### config.mk
export PLATFORM = sky130hd
export DESIGN_NAME = hbridge_current_integral_loop_core
export DESIGN_NICKNAME = d
export VERILOG_FILES = /design/src/hcil_pkg.sv /design/src/hcil_seq.sv /design/src/hcil_datapath.sv /design/src/hbridge_current_integral_loop_core.sv
export SDC_FILE = /design/constraint.sdc
export NUM_CORES = 2
export LEC_CHECK = 0
export BUFFER_PORTS_ARGS = -buffer_cell sky130_fd_sc_hd__buf_2
export CAP_MARGIN = 10
export CORE_ASPECT_RATIO = 1.25
export CORE_MARGIN = 2
export CORE_UTILIZATION = 45
export CTS_BUF_LIST = sky130_fd_sc_hd__clkbuf_8
export DETAILED_ROUTE_END_ITERATION = 6
export HOLD_SLACK_MARGIN = 0.06
export SLEW_MARGIN = 25
export SYNTH_ARGS = -nofsm -noshare
export SYNTH_HDL_FRONTEND = slang
export SYNTH_HIERARCHICAL = 1
export SYNTH_SLANG_ARGS = --single-unit
### constraint.sdc
create_clock -name clk -period 11.57 [get_ports clk]
set_clock_uncertainty 0.05 [all_clocks]
set_input_delay 2.314 -clock clk [delete_from_list [all_inputs] [get_ports clk]]
set_output_delay 2.314 -clock clk [all_outputs]
set_load 0.02 [all_outputs]
### src/hcil_pkg.sv
package hcil_pkg;

  localparam int REG_W     = 12;
  localparam int GAIN_W    = 16;
  localparam int INT_FRAC  = 16;
  localparam int CFG_W     = 16;
  localparam int CFG_ADR_W = 3;
  localparam int PC_W      = 3;
  localparam int OUT_W     = ((4 * REG_W + 1 + 7) / 8) * 8;

  localparam logic [REG_W-1:0]  CENTER_RST = 12'd3077;
  localparam logic [GAIN_W-1:0] SCALE_RST  = 16'd39322;
  localparam logic [REG_W-1:0]  OFFSET_RST = 12'd0;
  localparam logic [GAIN_W-1:0] GAIN_RST   = 16'd1638;
  localparam logic [REG_W-1:0]  BAND_RST   = 12'd50;
  localparam logic [REG_W-1:0]  LIMIT_RST  = 12'd2300;

  typedef enum logic [CFG_ADR_W-1:0] {
    REG_CURRENT_CENTER   = 3'd0,
    REG_REFERENCE_SCALE  = 3'd1,
    REG_REFERENCE_OFFSET = 3'd2,
    REG_INTEGRAL_GAIN    = 3'd3,
    REG_BAND_LIMIT       = 3'd4,
    REG_DUTY_LIMIT       = 3'd5
  } reg_index_t;

  typedef enum logic [1:0] {
    HOLD_NONE = 2'd0,
    HOLD_IN   = 2'd1,
    HOLD_OUT  = 2'd2
  } hold_t;

  typedef struct packed {
    logic            accept;
    logic            ld_cur;
    logic            mul_ref;
    logic            ld_ref;
    logic            ld_err;
    logic            mul_err;
    logic            ld_int;
    logic            emit;
    hold_t           hold;
    logic            jump;
    logic [PC_W-1:0] target;
  } ucode_t;

  typedef struct packed {
    logic ready;
    logic ld_cur;
    logic mul_ref;
    logic ld_ref;
    logic ld_err;
    logic mul_err;
    logic ld_int;
    logic emit;
  } ctl_t;

  typedef struct packed {
    logic [REG_W-1:0]  center;
    logic [GAIN_W-1:0] scale;
    logic [REG_W-1:0]  offset;
    logic [GAIN_W-1:0] gain;
    logic [REG_W-1:0]  band;
    logic [REG_W-1:0]  limit;
  } cfg_t;

  typedef struct packed {
    logic             in_band;
    logic [REG_W-1:0] reverse_duty_high;
    logic [REG_W-1:0] reverse_duty_low;
    logic [REG_W-1:0] forward_duty_high;
    logic [REG_W-1:0] forward_duty_low;
  } result_t;

endpackage

### src/hcil_seq.sv
module hcil_seq
  import hcil_pkg::*;
(
  input  logic clk,
  input  logic rst,
  input  logic in_valid,
  input  logic out_busy,
  output ctl_t ctl
);

  // accept/cur/mref/ref/err/merr/int/emit, hold, jump, target
  localparam ucode_t ROM [0:7] = '{
    '{1'b1, 1'b1, 1'b1, 1'b0, 1'b0, 1'b0, 1'b0, 1'b0, HOLD_IN,   1'b0, 3'd0},
    '{1'b0, 1'b0, 1'b0, 1'b1, 1'b0, 1'b0, 1'b0, 1'b0, HOLD_NONE, 1'b0, 3'd0},
    '{1'b0, 1'b0, 1'b0, 1'b0, 1'b1, 1'b0, 1'b0, 1'b0, HOLD_NONE, 1'b0, 3'd0},
    '{1'b0, 1'b0, 1'b0, 1'b0, 1'b0, 1'b1, 1'b0, 1'b0, HOLD_NONE, 1'b0, 3'd0},
    '{1'b0, 1'b0, 1'b0, 1'b0, 1'b0, 1'b0, 1'b1, 1'b1, HOLD_OUT,  1'b1, 3'd0},
    '{1'b0, 1'b0, 1'b0, 1'b0, 1'b0, 1'b0, 1'b0, 1'b0, HOLD_NONE, 1'b1, 3'd0},
    '{1'b0, 1'b0, 1'b0, 1'b0, 1'b0, 1'b0, 1'b0, 1'b0, HOLD_NONE, 1'b1, 3'd0},
    '{1'b0, 1'b0, 1'b0, 1'b0, 1'b0, 1'b0, 1'b0, 1'b0, HOLD_NONE, 1'b1, 3'd0}
  };

  logic [PC_W-1:0] pc;
  logic [PC_W-1:0] pc_next;
  ucode_t          word;
  logic            hold;

  assign word = ROM[pc];

  always_comb begin
    case (word.hold)
      HOLD_NONE: hold = 1'b0;
      HOLD_IN:   hold = !in_valid;
      HOLD_OUT:  hold = out_busy;
      default:   hold = 1'b0;
    endcase
  end

  always_comb begin
    if (hold) begin
      pc_next = pc;
    end else if (word.jump) begin
      pc_next = word.target;
    end else begin
      pc_next = pc + PC_W'(1);
    end
  end

  always_ff @(posedge clk) begin
    if (rst) begin
      pc <= '0;
    end else begin
      pc <= pc_next;
    end
  end

  assign ctl.ready   = word.accept;
  assign ctl.ld_cur  = word.ld_cur  && !hold;
  assign ctl.mul_ref = word.mul_ref && !hold;
  assign ctl.ld_ref  = word.ld_ref  && !hold;
  assign ctl.ld_err  = word.ld_err  && !hold;
  assign ctl.mul_err = word.mul_err && !hold;
  assign ctl.ld_int  = word.ld_int  && !hold;
  assign ctl.emit    = word.emit    && !hold;

endmodule

### src/hcil_datapath.sv
module hcil_datapath
  import hcil_pkg::*;
#(
  parameter int SAMPLE_BITS   = 12,
  parameter int FRACTION_BITS = 8
) (
  input  logic                   clk,
  input  logic                   rst,
  input  ctl_t                   ctl,
  input  cfg_t                   cfg,
  input  logic [SAMPLE_BITS-1:0] current_sample_a,
  input  logic [SAMPLE_BITS-1:0] reference_sample_a,
  input  logic [SAMPLE_BITS-1:0] current_sample_b,
  input  logic [SAMPLE_BITS-1:0] reference_sample_b,
  input  logic                   drive_enable,
  input  logic                   direction_forward,
  output result_t                result
);

  localparam int S      = SAMPLE_BITS;
  localparam int F      = FRACTION_BITS;
  localparam int W_IN   = (S > REG_W) ? S : REG_W;
  localparam int CUR_W  = W_IN + F + 2;
  localparam int FC_W   = REG_W + F;
  localparam int REF_W  = W_IN + F + 2;
  localparam int ERR_W  = REF_W + 1;
  localparam int MA_W   = ERR_W;
  localparam int MB_W   = GAIN_W + 1;
  localparam int P_W    = MA_W + MB_W;
  localparam int SH_REF = GAIN_W + 1 - F;
  localparam int INT_W  = REG_W + INT_FRAC;

  logic [FC_W-1:0]         filtered_current;
  logic signed [REF_W-1:0] filtered_reference;
  logic [INT_W-1:0]        duty_integrator;
  logic signed [ERR_W-1:0] err;
  logic                    in_band_q;
  logic signed [P_W-1:0]   prod;
  logic                    enable_q;
  logic                    forward_q;

  logic [S:0]              sum_c;
  logic [S:0]              sum_r;
  logic signed [CUR_W-1:0] cur_new;
  logic signed [CUR_W:0]   cur_sum;
  logic signed [CUR_W:0]   cur_avg;
  logic [FC_W-1:0]         filtered_current_next;
  logic signed [P_W-1:0]   prod_sh;
  logic signed [REF_W-1:0] ref_new;
  logic signed [REF_W:0]   ref_sum;
  logic signed [REF_W:0]   ref_avg;
  logic signed [ERR_W-1:0] err_next;
  logic [ERR_W-1:0]        mag;
  logic [ERR_W-1:0]        band_q;
  logic signed [MA_W-1:0]  mul_a;
  logic signed [MB_W-1:0]  mul_b;
  logic signed [P_W-1:0]   inc;
  logic signed [P_W:0]     int_sum;
  logic [INT_W-1:0]        limit_q;
  logic [INT_W-1:0]        duty_integrator_next;
  logic [REG_W-1:0]        duty;

  assign sum_c = {1'b0, current_sample_a} + {1'b0, current_sample_b};
  assign sum_r = {1'b0, reference_sample_a} + {1'b0, reference_sample_b};

  // center - mean(ca, cb), in counts with F fraction bits
  assign cur_new = $signed({{(CUR_W-REG_W-F){1'b0}}, cfg.center, {F{1'b0}}})
                 - $signed({{(CUR_W-S-F){1'b0}}, sum_c, {(F-1){1'b0}}});
  assign cur_sum = $signed({{(CUR_W+1-FC_W){1'b0}}, filtered_current})
                 + $signed({cur_new[CUR_W-1], cur_new});
  assign cur_avg = cur_sum >>> 1;
  assign filtered_current_next = cur_avg[CUR_W] ? '0 : cur_avg[FC_W-1:0];

  assign prod_sh = prod >>> SH_REF;
  assign ref_new = $signed(prod_sh[REF_W-1:0])
                 - $signed({{(REF_W-REG_W-F){1'b0}}, cfg.offset, {F{1'b0}}});
  assign ref_sum = $signed({filtered_reference[REF_W-1], filtered_reference})
                 + $signed({ref_new[REF_W-1], ref_new});
  assign ref_avg = ref_sum >>> 1;

  assign err_next = $signed({filtered_reference[REF_W-1], filtered_reference})
                  - $signed({{(ERR_W-FC_W){1'b0}}, filtered_current});
  assign mag      = err_next[ERR_W-1] ? ERR_W'(-err_next) : ERR_W'(err_next);
  assign band_q   = {{(ERR_W-REG_W-F){1'b0}}, cfg.band, {F{1'b0}}};

  // shared multiplier: reference gain or integral gain
  assign mul_a = ctl.mul_ref ? $signed({{(MA_W-S-1){1'b0}}, sum_r}) : err;
  assign mul_b = ctl.mul_ref ? $signed({1'b0, cfg.scale}) : $signed({1'b0, cfg.gain});

  assign inc     = prod >>> F;
  assign int_sum = $signed({inc[P_W-1], inc})
                 + $signed({{(P_W+1-INT_W){1'b0}}, duty_integrator});
  assign limit_q = {cfg.limit, {INT_FRAC{1'b0}}};

  always_comb begin
    if (int_sum[P_W]) begin
      duty_integrator_next = '0;
    end else if (int_sum > $signed({{(P_W+1-INT_W){1'b0}}, limit_q})) begin
      duty_integrator_next = limit_q;
    end else begin
      duty_integrator_next = int_sum[INT_W-1:0];
    end
  end

  assign duty = duty_integrator_next[INT_W-1 -: REG_W];

  always_ff @(posedge clk) begin
    if (rst) begin
      filtered_current   <= '0;
      filtered_reference <= '0;
      duty_integrator    <= '0;
    end else begin
      if (ctl.ld_cur) begin
        filtered_current <= filtered_current_next;
      end
      if (ctl.ld_ref) begin
        filtered_reference <= ref_avg[REF_W-1:0];
      end
      if (ctl.ld_int) begin
        duty_integrator <= duty_integrator_next;
      end
    end
  end

  always_ff @(posedge clk) begin
    if (ctl.ld_cur) begin
      enable_q  <= drive_enable;
      forward_q <= direction_forward;
    end
    if (ctl.mul_ref || ctl.mul_err) begin
      prod <= mul_a * mul_b;
    end
    if (ctl.ld_err) begin
      err       <= err_next;
      in_band_q <= (mag < band_q);
    end
  end

  always_comb begin
    result                   = '0;
    result.in_band           = in_band_q;
    if (enable_q && forward_q) begin
      result.forward_duty_low  = duty;
      result.forward_duty_high = duty;
    end
    if (enable_q && !forward_q) begin
      result.reverse_duty_low  = duty;
      result.reverse_duty_high = duty;
    end
  end

endmodule

### src/hbridge_current_integral_loop_core.sv
// channel     dir  handshake                      payload
// s_axis      in   s_axis_tvalid / s_axis_tready  s_axis_tdata: samples, enable, direction
// m_axis      out  m_axis_tvalid / m_axis_tready  m_axis_tdata: four compares, in_band
// cfg         in   cfg_wr_en                      cfg_addr, cfg_wdata
//
// Each item runs through the control program, whose steps share a single
// multiplier and the filter/integrator adders.
// s_axis_tready is high only at program step 0; a result held by m_axis_tready
// low stalls the program at its last step. Synchronous reset clears the
// filters, the integrator, the step counter and the output valid.
module hbridge_current_integral_loop_core
  import hcil_pkg::*;
#(
  parameter int SAMPLE_BITS   = 12,
  parameter int FRACTION_BITS = 8,
  localparam int IN_W = ((4 * SAMPLE_BITS + 2 + 7) / 8) * 8
) (
  input  logic                 clk,
  input  logic                 rst,
  input  logic                 s_axis_tvalid,
  output logic                 s_axis_tready,
  // current_sample_a, reference_sample_a, current_sample_b, reference_sample_b,
  // drive_enable, direction_forward, zero pad
  input  logic [IN_W-1:0]      s_axis_tdata,
  output logic                 m_axis_tvalid,
  input  logic                 m_axis_tready,
  // forward_duty_low, forward_duty_high, reverse_duty_low, reverse_duty_high,
  // in_band, zero pad
  output logic [OUT_W-1:0]     m_axis_tdata,
  input  logic                 cfg_wr_en,
  input  logic [CFG_ADR_W-1:0] cfg_addr,
  input  logic [CFG_W-1:0]     cfg_wdata
);

  localparam int S = SAMPLE_BITS;

  cfg_t    cfg;
  ctl_t    ctl;
  result_t result;
  logic    out_busy;

  always_ff @(posedge clk) begin
    if (rst) begin
      cfg.center <= CENTER_RST;
      cfg.scale  <= SCALE_RST;
      cfg.offset <= OFFSET_RST;
      cfg.gain   <= GAIN_RST;
      cfg.band   <= BAND_RST;
      cfg.limit  <= LIMIT_RST;
    end else if (cfg_wr_en) begin
      case (cfg_addr)
        REG_CURRENT_CENTER:   cfg.center <= cfg_wdata[REG_W-1:0];
        REG_REFERENCE_SCALE:  cfg.scale  <= cfg_wdata[GAIN_W-1:0];
        REG_REFERENCE_OFFSET: cfg.offset <= cfg_wdata[REG_W-1:0];
        REG_INTEGRAL_GAIN:    cfg.gain   <= cfg_wdata[GAIN_W-1:0];
        REG_BAND_LIMIT:       cfg.band   <= cfg_wdata[REG_W-1:0];
        REG_DUTY_LIMIT:       cfg.limit  <= cfg_wdata[REG_W-1:0];
        default: ;
      endcase
    end
  end

  assign out_busy      = m_axis_tvalid && !m_axis_tready;
  assign s_axis_tready = ctl.ready;

  hcil_seq u_seq (
    .clk      (clk),
    .rst      (rst),
    .in_valid (s_axis_tvalid),
    .out_busy (out_busy),
    .ctl      (ctl)
  );

  hcil_datapath #(
    .SAMPLE_BITS   (SAMPLE_BITS),
    .FRACTION_BITS (FRACTION_BITS)
  ) u_datapath (
    .clk                (clk),
    .rst                (rst),
    .ctl                (ctl),
    .cfg                (cfg),
    .current_sample_a   (s_axis_tdata[S-1:0]),
    .reference_sample_a (s_axis_tdata[2*S-1:S]),
    .current_sample_b   (s_axis_tdata[3*S-1:2*S]),
    .reference_sample_b (s_axis_tdata[4*S-1:3*S]),
    .drive_enable       (s_axis_tdata[4*S]),
    .direction_forward  (s_axis_tdata[4*S+1]),
    .result             (result)
  );

  always_ff @(posedge clk) begin
    if (rst) begin
      m_axis_tvalid <= 1'b0;
    end else if (ctl.emit) begin
      m_axis_tvalid <= 1'b1;
    end else if (m_axis_tready) begin
      m_axis_tvalid <= 1'b0;
    end
  end

  always_ff @(posedge clk) begin
    if (ctl.emit) begin
      m_axis_tdata <= {{(OUT_W-$bits(result_t)){1'b0}}, result};
    end
  end

endmodule

==> metrics.cfg <==
[yosys]
synth_most_common_cell=inv_1
synth_top_area_share_pct=24.30
yosysSeqAreaShare_pct=20.71
synth-edff-count=107
syn_inst=3346
synthesis.area_sq_um=30400
synth_seq_cells=261
synthTopCellsByCount=553 x inv_1, 369 x fa_1, 261 x nor2_1, 255 x nand2_1, 254 x ha_1
yosys.area.top_type=fa_1
async_reset_ff_share_pct=0
ys_warn_count=6
ys_top_cells_by_area=fa_1 24%, edfxtp_1 11%, ha_1 10%, dfxtp_1 10%, inv_1 6.8%
synth_ff_type=dfxtp_1
avgSynthCellArea_sq_um=9.085
yosysUniqueCellTypes=87

[clock_network]
clk_pin_slew_worst_paths_ns=0.06
clock_sinks=261
clockBufferDepth=3
htree_levels=2
postCtsSetupBuffers=0
cts-buffers-inserted=47
cts_tree=built
ctsResizeCount=0
insertion_delay_ns=0.63
holdBufCountCts=0
clockRootBuffer=clkbuf_8

[critical_path]
crit_top_cell=fa_1
arrival_ns=11.15
r2r_cells=28
max_stage_delay_ns=0.55
start_kind=primary input
r2r-start=u_seq/pc[0]$_SDFFE_PP0N_
critPathSlowestCell=fa_1
rrSetupSlack_ns=2.49
crit_fanout=4
crit_path_end_kind=register
worstPathRequired_ns=11.89
reg2reg_to=u_datapath/prod[39]$_DFFE_PP_
worstSetupPathType=primary input to register

[timing]
min_period_over_period_pct=93.60
max_freq_mhz=92.34
setup_tns_ns=0
rsz0062_at_grt=false
hold_viol_final=0
worst_pin_slew_ns=1.071
fin_crit_ns=10.83
setup_violations=0
slew_viol_final=0
max_slew_margin_pct=28.25

[finish]
drive_gt1_share_pct=9.083
area_growth_pct=8.442
fin_nets=4144
fillers=6435

[route]
routed_wl_um=82390
wl_per_cell_um=18.97
drtAntennaViolNets=0
via_per_inst=5.379
dr.pass1.iters=5
drt_iter0_drc=1579
dr_total_vias=23365
route.detailed.drc=0

[worst_hold_path]
min_path_type=register to register
min_to=u_datapath/duty_integrator[6]$_SDFFE_PP0P_
min_from=u_datapath/duty_integrator[6]$_SDFFE_PP0P_
holdPathStages=2

[placed_design]
place.gp.congestion=0.9096
place.port_buffers=124
hpwl_um=67500

[grt]
grt_max_degree=87
antenna_found_initial=5
grt_pass1_wl_um=128200
gr-total-overflow=0
grt_pass1_vias=23023
grtUsageTotal_pct=23.93

[floorplanning]
num_io_pins=138
initial_core_util_pct=45.48
core_sq_um=66840
die-width_um=236.5
die_area_sq_um=69660
die_y_um=294.6
row_count=106

[job]
drv_cap=0

[outcome]
status=completed

[cell type report]
type                            count  area, sq um  area share [%]
Multi-Input combinational cell   2400        21420           64.98
Tap cell                          864         1081           3.279
Sequential cell                   261         6296           19.10
Clock buffer                       55        757.0           2.296
Antenna cell                        1        2.502        0.007591
Clock inverter                     32        302.8          0.9185
Timing Repair Buffer              178         1028           3.120
Inverter                          553         2076           6.297
[critical path: cells and delay by family]
family                   cells  cell delay [ns]
AND/OR/NAND/NOR              3             0.33
buffers and inverters        9             0.73
adder cells (fa/ha/maj)      9             3.92
AO/OA/AOI/OAI               16             3.72
XOR/XNOR                     1             0.11
[per-layer routing]
layer  global-route usage, %  part of all wire [%]  wire (um)
met1                   30.00                    41      33880
met2                   40.64                    48      39660
met3                   3.287                   5.2       4252
met4                   11.69                   5.5       4562
met5                       0                 0.050         41
[state kept, by name, indices dropped and copies added, names as in the netlist]
register,flops
cfg,80
m_axis_tdata,49
m_axis_tvalid,1
u_datapath/duty_integrator,28
u_datapath/enable_q,1
u_datapath/err,23
u_datapath/filtered_current,20
u_datapath/filtered_reference,22
u_datapath/forward_q,1
u_datapath/in_band_q,1
u_datapath/prod,32
u_seq/pc,3
[cell usage in the layout (no fill, tap or decap), drive strengths merged, types with 12 or more instances in the layout]
| cell | instances |
|---|---|
| a211oi | 17 |
| a21boi | 16 |
| a21o | 46 |
| a21oi | 164 |
| a22o | 18 |
| a31oi | 13 |
| and2 | 91 |
| and3 | 13 |
| buf | 178 |
| clkbuf | 55 |
| clkinv | 21 |
| dfxtp | 154 |
| edfxtp | 107 |
| fa | 369 |
| ha | 254 |
| inv | 555 |
| mux2 | 16 |
| mux2i | 105 |
| nand2 | 255 |
| nand2b | 105 |
| nand3 | 38 |
| nand4 | 30 |
| nor2 | 261 |
| nor2b | 50 |
| nor3 | 48 |
| o211ai | 34 |
| o21a | 32 |
| o21ai | 103 |
| o21bai | 12 |
| or2 | 17 |
| xnor2 | 92 |
| xor2 | 38 |
[stage by stage]
stage	worst slack [ns]	area, sq um	hold slack, ns	instances	util, %
5_1_grt	0.006707	32960	0.4454	4344	49.31
3_5_place_dp	0.02257	31900	0.4162	4256	47.72
6_report	0.7402	32960	0.4237	4344	49.31
4_1_cts	0.6773	32960	0.4265	4343	49.30
2_1_floorplan	0.9859	30420	0.3954	3352	-
3_3_place_gp	0.09722	31890	0.4083	4256	47.71
[how the worst max path moves through the flow]
stage                          start                             to  slack, ns
finish              s_axis_tdata[12]  u_datapath/prod[39]$_DFFE_PP_       0.74
global route        s_axis_tdata[12]  u_datapath/prod[39]$_DFFE_PP_      0.007
detailed placement  s_axis_tdata[12]  u_datapath/prod[39]$_DFFE_PP_       0.02
floorplan           s_axis_tdata[12]  u_datapath/prod[39]$_DFFE_PP_       0.99
CTS                 s_axis_tdata[12]  u_datapath/prod[39]$_DFFE_PP_       0.68
global placement    s_axis_tdata[12]  u_datapath/prod[39]$_DFFE_PP_        0.1
[logic make-up after synthesis]
logic type                 after synthesis  synth area share [%]
other                                    1               0.01234
buffers and inverters                  691                 9.022
and+or+nand+nor                        968                 15.76
muxes                                  121                 4.050
AOI/OAI and AO/OA                      551                 11.94
adders and majority gates              623                 34.76
xor gates and xnor gates               130                 3.746
DFF                                    261                 20.71
Power is not shown: default switching activity piles up to over one toggle a cycle in this logic, so the estimate is an artifact.
